## src/hdl/hkst_pkg.sv

```systemverilog
`timescale 1ns / 1ps
`default_nettype none

package hkst_pkg;

  // Table geometry; the slot count is a power of two so the home slot is a mask
  localparam int unsigned SLOTS     = 64;
  localparam int unsigned IDX_W     = $clog2(SLOTS);
  localparam int unsigned CNT_W     = $clog2(SLOTS + 1);
  localparam int unsigned KEY_W     = 32;
  localparam int unsigned HASH_MULT = 37;

  typedef enum logic [1:0] {
    OP_LOOKUP = 2'd0,
    OP_INSERT = 2'd1,
    OP_REMOVE = 2'd2
  } op_e;

  typedef enum logic [1:0] {
    ST_FOUND    = 2'd0,
    ST_INSERTED = 2'd1,
    ST_MISSING  = 2'd2,
    ST_FULL     = 2'd3
  } status_e;

  typedef enum logic [1:0] {
    S_IDLE,
    S_MATCH,
    S_FREE,
    S_RESP
  } state_e;

  // Key store access, one read and one write port
  typedef struct packed {
    logic             rd_en;
    logic [IDX_W-1:0] rd_addr;
    logic             wr_en;
    logic [IDX_W-1:0] wr_addr;
    logic [KEY_W-1:0] wr_data;
  } ram_req_t;

  // One result word
  typedef struct packed {
    logic [CNT_W-1:0] peak;
    logic [CNT_W-1:0] occ;
    status_e          status;
    logic [IDX_W-1:0] slot;
  } result_t;

  // Home slot: low bits of the 32-bit product key * 37
  function automatic logic [IDX_W-1:0] home_slot(input logic [KEY_W-1:0] key);
    logic [KEY_W-1:0] prod;
    prod = key * KEY_W'(HASH_MULT);
    return prod[IDX_W-1:0];
  endfunction

endpackage

`default_nettype wire

```

## src/hdl/hkst_key_ram.sv

```systemverilog
`timescale 1ns / 1ps
`default_nettype none

module hkst_key_ram (
  input  wire logic              clk_i,
  input  wire hkst_pkg::ram_req_t req_i,
  output logic [hkst_pkg::KEY_W-1:0] rdata_o
);

  logic [hkst_pkg::KEY_W-1:0] mem [hkst_pkg::SLOTS];
  logic [hkst_pkg::KEY_W-1:0] rdata_q;

  // Write one key
  always_ff @(posedge clk_i) begin
    if (req_i.wr_en) begin
      mem[req_i.wr_addr] <= req_i.wr_data;
    end
  end

  // Registered read
  always_ff @(posedge clk_i) begin
    if (req_i.rd_en) begin
      rdata_q <= mem[req_i.rd_addr];
    end
  end

  assign rdata_o = rdata_q;

endmodule

`default_nettype wire

```

## src/hdl/hkst_probe.sv

```systemverilog
`timescale 1ns / 1ps
`default_nettype none

module hkst_probe (
  input  wire logic                       clk_i,
  input  wire logic                       rst_ni,
  input  wire logic                       req_valid_i,
  output logic                            req_ready_o,
  input  wire logic [1:0]                 req_op_i,
  input  wire logic [hkst_pkg::KEY_W-1:0] req_key_i,
  output hkst_pkg::ram_req_t              ram_req_o,
  input  wire logic [hkst_pkg::KEY_W-1:0] ram_rdata_i,
  output logic                            res_valid_o,
  input  wire logic                       res_ready_i,
  output hkst_pkg::result_t               res_o
);

  hkst_pkg::state_e state_q, state_d;

  logic [hkst_pkg::KEY_W-1:0] key_q;
  hkst_pkg::op_e              op_q;
  logic [hkst_pkg::IDX_W-1:0] home_q;
  logic [hkst_pkg::IDX_W-1:0] cmp_idx_q;
  logic [hkst_pkg::IDX_W-1:0] cmp_cnt_q;
  logic [hkst_pkg::IDX_W-1:0] res_slot_q;
  hkst_pkg::status_e          res_status_q;

  logic [hkst_pkg::SLOTS-1:0] valid_q;
  logic [hkst_pkg::CNT_W-1:0] count_q, count_d;
  logic [hkst_pkg::CNT_W-1:0] peak_q, peak_d;

  logic                       accept;
  logic                       known_op;
  logic                       hit;
  logic                       last;
  logic                       has_room;
  logic                       commit;
  logic [hkst_pkg::IDX_W-1:0] req_home;

  assign req_home = hkst_pkg::home_slot(req_key_i);
  assign accept   = (state_q == hkst_pkg::S_IDLE) && req_valid_i;
  assign known_op = (req_op_i == hkst_pkg::OP_LOOKUP) || (req_op_i == hkst_pkg::OP_INSERT)
                 || (req_op_i == hkst_pkg::OP_REMOVE);

  // Shared compare unit: stored key against request key, behind the valid bit
  assign hit      = valid_q[cmp_idx_q] && (ram_rdata_i == key_q);
  assign last     = (cmp_cnt_q == hkst_pkg::IDX_W'(hkst_pkg::SLOTS - 1));
  assign has_room = (count_q < hkst_pkg::CNT_W'(hkst_pkg::SLOTS));
  assign commit   = (state_q == hkst_pkg::S_RESP) && res_ready_i;

  // Next state
  always_comb begin
    state_d = state_q;
    unique case (state_q)
      hkst_pkg::S_IDLE: begin
        if (req_valid_i) begin
          state_d = known_op ? hkst_pkg::S_MATCH : hkst_pkg::S_RESP;
        end
      end
      hkst_pkg::S_MATCH: begin
        if (hit) begin
          state_d = hkst_pkg::S_RESP;
        end else if (last) begin
          state_d = (op_q == hkst_pkg::OP_INSERT && has_room) ? hkst_pkg::S_FREE
                                                              : hkst_pkg::S_RESP;
        end
      end
      hkst_pkg::S_FREE: begin
        if (!valid_q[cmp_idx_q]) begin
          state_d = hkst_pkg::S_RESP;
        end
      end
      hkst_pkg::S_RESP: begin
        if (res_ready_i) begin
          state_d = hkst_pkg::S_IDLE;
        end
      end
      default: state_d = hkst_pkg::S_IDLE;
    endcase
  end

  // Outputs: handshakes and key store access
  always_comb begin
    req_ready_o       = 1'b0;
    res_valid_o       = 1'b0;
    ram_req_o.rd_en   = 1'b0;
    ram_req_o.rd_addr = cmp_idx_q + hkst_pkg::IDX_W'(1);
    ram_req_o.wr_en   = 1'b0;
    ram_req_o.wr_addr = res_slot_q;
    ram_req_o.wr_data = key_q;
    unique case (state_q)
      hkst_pkg::S_IDLE: begin
        req_ready_o       = 1'b1;
        ram_req_o.rd_en   = req_valid_i;
        ram_req_o.rd_addr = req_home;
      end
      hkst_pkg::S_MATCH: begin
        ram_req_o.rd_en = 1'b1;
      end
      hkst_pkg::S_FREE: begin
      end
      hkst_pkg::S_RESP: begin
        res_valid_o     = 1'b1;
        ram_req_o.wr_en = res_ready_i && (res_status_q == hkst_pkg::ST_INSERTED);
      end
      default: begin
      end
    endcase
  end

  // Counts after this request
  always_comb begin
    count_d = count_q;
    peak_d  = peak_q;
    if (res_status_q == hkst_pkg::ST_INSERTED) begin
      count_d = count_q + hkst_pkg::CNT_W'(1);
    end else if (res_status_q == hkst_pkg::ST_FOUND && op_q == hkst_pkg::OP_REMOVE
                 && count_q != '0) begin
      count_d = count_q - hkst_pkg::CNT_W'(1);
    end
    if (count_d > peak_q) begin
      peak_d = count_d;
    end
  end

  assign res_o.slot   = res_slot_q;
  assign res_o.status = res_status_q;
  assign res_o.occ    = count_d;
  assign res_o.peak   = peak_d;

  // State, valid bits and counters
  always_ff @(posedge clk_i or negedge rst_ni) begin
    if (!rst_ni) begin
      state_q <= hkst_pkg::S_IDLE;
      valid_q <= '0;
      count_q <= '0;
      peak_q  <= '0;
    end else begin
      state_q <= state_d;
      if (commit) begin
        count_q <= count_d;
        peak_q  <= peak_d;
        if (res_status_q == hkst_pkg::ST_INSERTED) begin
          valid_q[res_slot_q] <= 1'b1;
        end else if (res_status_q == hkst_pkg::ST_FOUND && op_q == hkst_pkg::OP_REMOVE) begin
          valid_q[res_slot_q] <= 1'b0;
        end
      end
    end
  end

  // Probe datapath: one slot a cycle; a free slot exists whenever the count has room
  always_ff @(posedge clk_i) begin
    unique case (state_q)
      hkst_pkg::S_IDLE: begin
        if (accept) begin
          key_q        <= req_key_i;
          op_q         <= hkst_pkg::op_e'(req_op_i);
          home_q       <= req_home;
          cmp_idx_q    <= req_home;
          cmp_cnt_q    <= '0;
          res_slot_q   <= '0;
          res_status_q <= hkst_pkg::ST_MISSING;
        end
      end
      hkst_pkg::S_MATCH: begin
        if (hit) begin
          res_slot_q   <= cmp_idx_q;
          res_status_q <= hkst_pkg::ST_FOUND;
        end else if (last) begin
          if (op_q == hkst_pkg::OP_INSERT) begin
            if (has_room) begin
              cmp_idx_q <= home_q;
            end else begin
              res_status_q <= hkst_pkg::ST_FULL;
            end
          end
        end else begin
          cmp_idx_q <= cmp_idx_q + hkst_pkg::IDX_W'(1);
          cmp_cnt_q <= cmp_cnt_q + hkst_pkg::IDX_W'(1);
        end
      end
      hkst_pkg::S_FREE: begin
        if (!valid_q[cmp_idx_q]) begin
          res_slot_q   <= cmp_idx_q;
          res_status_q <= hkst_pkg::ST_INSERTED;
        end else begin
          cmp_idx_q <= cmp_idx_q + hkst_pkg::IDX_W'(1);
        end
      end
      hkst_pkg::S_RESP: begin
      end
      default: begin
      end
    endcase
  end

endmodule

`default_nettype wire

```

## src/hdl/hashed_key_slot_table.sv

```systemverilog
`timescale 1ns / 1ps
`default_nettype none

// Hash table of 64 32-bit keys with linear probing from the home slot.
// Input stream s_axis: tuser carries the opcode (lookup, find-or-insert,
// remove), tdata the key. Output stream m_axis: one word per request with
// the slot, status, occupied count and peak count.
// One request is in flight at a time. The probe reads one stored key per
// cycle from the key memory and compares it in a single compare unit.
// The probe visits slots from the home slot up to a hit (1 to 64 slots).
// A miss visits all 64 slots; an insert miss with room left then scans the
// valid bits from the home slot up to the free slot. An unused opcode
// skips the probe and goes straight to the result.
// The result sits in an output register: the next request is accepted
// while it waits, and if the receiver stalls, the following result holds
// in the probe until the register frees up.
// Reset clears all valid bits and both counts at once; no clearing pass.
module hashed_key_slot_table (
  input  wire logic        clk_i,
  input  wire logic        rst_ni,
  input  wire logic        s_axis_tvalid,
  output logic             s_axis_tready,
  input  wire logic [31:0] s_axis_tdata,   // agent_key[31:0]
  input  wire logic [1:0]  s_axis_tuser,   // opcode[1:0]
  output logic             m_axis_tvalid,
  input  wire logic        m_axis_tready,
  output logic [23:0]      m_axis_tdata    // slot_index[5:0], status[7:6],
                                           // occupied_count[14:8], peak_count[21:15]
);

  hkst_pkg::ram_req_t         ram_req;
  logic [hkst_pkg::KEY_W-1:0] ram_rdata;
  logic                       res_valid;
  logic                       res_ready;
  hkst_pkg::result_t          res;

  logic                       m_valid_q;
  hkst_pkg::result_t          m_res_q;

  hkst_key_ram u_key_ram (
    .clk_i   (clk_i),
    .req_i   (ram_req),
    .rdata_o (ram_rdata)
  );

  hkst_probe u_probe (
    .clk_i       (clk_i),
    .rst_ni      (rst_ni),
    .req_valid_i (s_axis_tvalid),
    .req_ready_o (s_axis_tready),
    .req_op_i    (s_axis_tuser),
    .req_key_i   (s_axis_tdata),
    .ram_req_o   (ram_req),
    .ram_rdata_i (ram_rdata),
    .res_valid_o (res_valid),
    .res_ready_i (res_ready),
    .res_o       (res)
  );

  // Output register: load when empty or being drained
  assign res_ready = !m_valid_q || m_axis_tready;

  always_ff @(posedge clk_i or negedge rst_ni) begin
    if (!rst_ni) begin
      m_valid_q <= 1'b0;
    end else if (res_ready) begin
      m_valid_q <= res_valid;
    end
  end

  always_ff @(posedge clk_i) begin
    if (res_ready && res_valid) begin
      m_res_q <= res;
    end
  end

  assign m_axis_tvalid = m_valid_q;
  assign m_axis_tdata  = {2'b00, m_res_q.peak, m_res_q.occ, m_res_q.status, m_res_q.slot};

  // Counts stay ordered and bounded
  assert property (@(posedge clk_i) disable iff (!rst_ni)
    m_valid_q |-> (m_res_q.occ <= m_res_q.peak)
               && (m_res_q.peak <= hkst_pkg::CNT_W'(hkst_pkg::SLOTS)))
    else $error("result counts out of order or bound");

  // Misses and full answers carry slot zero
  assert property (@(posedge clk_i) disable iff (!rst_ni)
    m_valid_q && (m_res_q.status == hkst_pkg::ST_MISSING
               || m_res_q.status == hkst_pkg::ST_FULL) |-> (m_res_q.slot == '0))
    else $error("slot index not zero on miss or full");

  // An accepted request always occupies the probe for the next cycle
  assert property (@(posedge clk_i) disable iff (!rst_ni)
    s_axis_tvalid && s_axis_tready |=> !s_axis_tready)
    else $error("probe ready right after accepting a request");

  // A fresh insert raises the count to at least one
  assert property (@(posedge clk_i) disable iff (!rst_ni)
    m_valid_q && (m_res_q.status == hkst_pkg::ST_INSERTED) |-> (m_res_q.occ != '0))
    else $error("insert reported with zero occupancy");

endmodule

`default_nettype wire

```

## config.mk

```make
export PLATFORM = sky130hd
export DESIGN_NAME = hashed_key_slot_table
export DESIGN_NICKNAME = d
export VERILOG_FILES = /design/src/hdl/hkst_pkg.sv /design/src/hdl/hkst_key_ram.sv /design/src/hdl/hkst_probe.sv /design/src/hdl/hashed_key_slot_table.sv
export SDC_FILE = /design/constraint.sdc
export NUM_CORES = 2
export LEC_CHECK = 0
export ABC_AREA = 1
export BUFFER_PORTS_ARGS = -buffer_cell sky130_fd_sc_hd__buf_2
export CORE_ASPECT_RATIO = 1.4
export CORE_MARGIN = 2
export CORE_UTILIZATION = 60
export CTS_BUF_LIST = sky130_fd_sc_hd__clkbuf_2
export DETAILED_ROUTE_END_ITERATION = 16
export PLACE_DENSITY = 0.79
export SYNTH_ARGS = -nofsm -noshare
export SYNTH_HDL_FRONTEND = slang
export SYNTH_SLANG_ARGS = --single-unit
```

## constraint.sdc

```tcl
create_clock -name clk_i -period 4.7 [get_ports clk_i]
set_input_delay 0.47 -clock clk_i [delete_from_list [all_inputs] [get_ports clk_i]]
set_output_delay 0.47 -clock clk_i [all_outputs]
set_load 0.01 [all_outputs]
```

==> results.py <==
metrics = {
    "route": {
        "ant_nets": 0,
        "wl_um": 255300,
        "viasPerCell": 6.726,
        "drc_errors": 0,
        "num_vias": 62230,
        "drt_iter0_drc": 10290,
        "first_pass_iters": 9,
        "wl_per_cell_um": 27.59,
    },
    "critical_path": {
        "critical_path.endpoint": "u_probe.state_q[1]$_DFFE_PN0P_",
        "crit-reg2reg-capture": "u_probe.state_q[1]$_DFFE_PN0P_",
        "crit_chain": "buf_4 > or2_2 > a21oi_1 > nand3_1 > nor2_1 > nand2_1 > nor2_1 > nand3_1 > nand3_1 > nand2_1 > nand2_1 > o21ai_1 > dlygate4sd3_1",
        "cp_max_fo": 66,
        "cp-end-kind": "register",
        "reg2reg_slack_ns": 0.43,
        "cpMaxStageDelayCell": "dlygate4sd3_1",
        "crit_start": "u_probe.key_q[13]$_DFFE_PP_",
        "worstPathRequired_ns": 6.41,
        "worstPathArrival_ns": 5.98,
        "r2r_start": "u_probe.key_q[13]$_DFFE_PP_",
        "critPathLaunchType": "register",
        "rr_worst_depth": 13,
        "max_stage_delay_ns": 0.57,
        "crit_type": "register to register",
    },
    "grt": {
        "use_met2": 0.5258,
        "grt_usage": 0.3335,
        "grt_pass1_vias": 60960,
        "grt_overflow_total": 0,
        "use_met3": 0.08006,
        "top_usage_layer": "met2",
        "grt_pass1_wl_um": 373800,
        "antenna_found_initial": 6,
        "grt_max_degree": 187,
        "grtUsageMet1": 0.4153,
    },
    "die": {
        "start_util": 0.6025,
        "rows": 167,
        "design.core.area_mm2": 0.1473,
        "chipWidth_um": 329.1,
        "dieArea_mm2": 0.1511,
        "die-height_um": 459.1,
        "io_pins": 64,
    },
    "finish": {
        "fillers": 9864,
        "area_growth_pct": 9.705,
        "final_cell_mix": "edfxtp_1 (2160), o21ai_0 (1133), nor2_1 (1092), clkbuf_2 (678), o22ai_1 (263)",
        "nets": 7009,
        "postLayoutCellArea_mm2": 0.09737,
        "drive_gt1_frac": 0.1445,
        "final_common_cell": "edfxtp_1",
    },
    "clocking": {
        "cts_tree": "yes",
        "holdBufCountCts": 110,
        "root_buffer": "clkbuf_2",
        "post_cts.repair.setup_buffers": 0,
        "clock_sinks": 2241,
        "clkLatencyLatePin_ns": 1.93,
        "post_cts_resized": 0,
        "cts_made_buffers": 467,
        "htreeDepth": 5,
        "cts_buffer_depth": 4,
        "clk_pin_slew_ns": 0.12,
    },
    "pwr": {
        "combPwrFrac": 0.474,
        "pwr-share-clk": 0.167,
        "seq_power_share": 0.358,
        "irDropWorstVdd_mv": 1.894,
        "p_int_w": 0.03638,
        "p_switching_w": 0.03105,
        "p_leak_nw": 31.64,
        "swShare": 0.4605,
        "total_power_w": 0.06743,
        "powerDensity_mw_per_mm2": 692.5,
    },
    "placement": {
        "dp_slack_ns": 0.7295,
        "portBuffers": 61,
        "placed_area_mm2": 0.09219,
        "dp_hpwl_um": 139700,
        "gp_congestion": 0.9258,
    },
    "sta": {
        "setup_viol": 0,
        "skew_ns": 0.1748,
        "slew_violations": 0,
        "fin_crit_ns": 4.269,
        "maxSlewHeadroom": 0.1529,
        "tightest_slew_ns": 1.261,
        "post-route-period-util": 0.9084,
        "final_hold_viol_count": 0,
        "setup_tns_ns": 0,
        "fmax_ghz": 0.2342,
        "rsz0062_at_grt": "no",
        "fin_ws_ns": 0.4306,
    },
    "logic_synthesis": {
        "syn-instance-count": 6583,
        "ys_ff_latch": 2241,
        "yosys_warnings": 0,
        "syn_area_mm2": 0.08875,
        "yosysSeqAreaShare": 0.7537,
        "syn_area_per_cell_um2": 13.48,
        "synth.distinct_cells": 37,
    },
    "job": {
        "drv_cap": 0,
    },
    "worst_hold_path": {
        "hold_depth": 3,
        "hp-class": "primary input to register",
    },
    "status": {
        "status": "complete, no violations",
    },
}
cell families (layout without fill, tap and decap cells):
family | after synthesis | after routing | share of synthesized area
adder cells (fa/ha/maj) | 22 | 22 | 0.003101
other | 1 | 17 | 0.00004225
buffers and inverters | 616 | 1326 | 0.02863
AND/OR/NAND/NOR | 1667 | 1667 | 0.07476
XOR/XNOR | 41 | 41 | 0.004046
AO/OA/AOI/OAI | 1995 | 1995 | 0.1358
flip-flops | 2241 | 2241 | 0.7537
registers in the layout, summed over array words and instances, names as in the netlist, 2 cells and up, named ones only:
| name | count |
|---|---|
| u_probe.res_slot_q | 6 |
| u_key_ram.rdata_o | 32 |
| u_probe.home_q | 6 |
| u_probe.state_q | 2 |
| u_key_ram.mem | 2048 |
| u_probe.count_q | 7 |
| u_probe.key_q | 30 |
| u_probe.cmp_idx_q | 6 |
| u_probe.op_q | 2 |
| u_probe.peak_q | 7 |
| u_probe.res_status_q | 2 |
| u_probe.cmp_cnt_q | 6 |
| m_axis_tdata | 22 |
how the worst min path moves through the flow:
stage | startpoint | endpoint
2_1_floorplan | rst_ni | async pin
3_3_place_gp | rst_ni | u_probe.peak_q[4]$_DFFE_PN0P_
3_5_place_dp | rst_ni | u_probe.peak_q[4]$_DFFE_PN0P_
4_1_cts | s_axis_tdata[0] | u_probe.home_q[0]$_DFFE_PP_
5_1_grt | s_axis_tdata[0] | u_probe.home_q[0]$_DFFE_PP_
6_report | s_axis_tdata[0] | u_probe.home_q[0]$_DFFE_PP_
layer usage:
| metal | routed length, µm | part of all wire |
|---|---|---|
| met1 | 82920 | 0.32 |
| met2 | 121300 | 0.48 |
| met3 | 33520 | 0.13 |
| met4 | 17470 | 0.068 |
| met5 | 13 | 0.000051 |
area by class of cell:
| type | count | area, µm² | share of cell area |
|---|---|---|---|
| Antenna cell | 15 | 37.54 | 0.0003855 |
| Clock buffer | 678 | 3393 | 0.03485 |
| Clock inverter | 136 | 643.1 | 0.006605 |
| Inverter | 133 | 531.8 | 0.005461 |
| Multi-Input combinational cell | 3727 | 19860 | 0.2039 |
| Sequential cell | 2241 | 66890 | 0.6870 |
| Tap cell | 1943 | 2431 | 0.02497 |
| Timing Repair Buffer | 379 | 3583 | 0.03680 |
power groups by stage:
stage                     clock network (W)  logic [W]  registers, W
final                                0.0113     0.0320        0.0242
after global routing                 0.0122     0.0340        0.0242
after CTS                            0.0112     0.0309        0.0241
after detailed placement                  0     0.0307        0.0245
after global placement                    0     0.0295        0.0245
after floorplan                           0     0.0192        0.0247
synthesized netlist by cell type (all sizes together):
library cell	n	area (µm²)
ha	22	275.3
inv	132	495.5
xor2	14	122.6
nor3	30	150.1
a31oi	2	12.51
nand3	244	1221
or3	1	6.260
o311ai	1	8.760
or2	2	12.51
a211oi	1	7.510
dfrtp	81	2027
xnor2	27	236.5
o221ai	256	2242
edfxtp	2160	64860
nand4	7	43.79
buf	187	930.9
conb	1	3.750
o31ai	30	225.2
nand2	224	840.8
o21ai	1156	5812
nor4	1	6.260
o22ai	263	1645
nor2	1158	4354
o211ai	259	1944
clkinv	1	3.750
a21oi	22	110.1
a221oi	3	26.28
clkbuf	296	1111
o21a	2	15.01
stage by stage:
step                        util  hold slack (ns)  std cells
after floorplan                -           0.1744       6584
after global placement    0.6258           0.3646       8313
after detailed placement  0.6258           0.3662       8313
after CTS                 0.6607          0.05612       9237
after global routing      0.6609          0.07242       9246
final                     0.6610           0.1976       9252
worst max-delay path: cells and delay by family (launching register included):
kind            cells  cell delay, ns
compound gates      2            0.56
buf+inv             2            0.87
flops               1            0.39
simple gates        9            2.20
No activity file was read; power rests on OpenSTA's default activity.
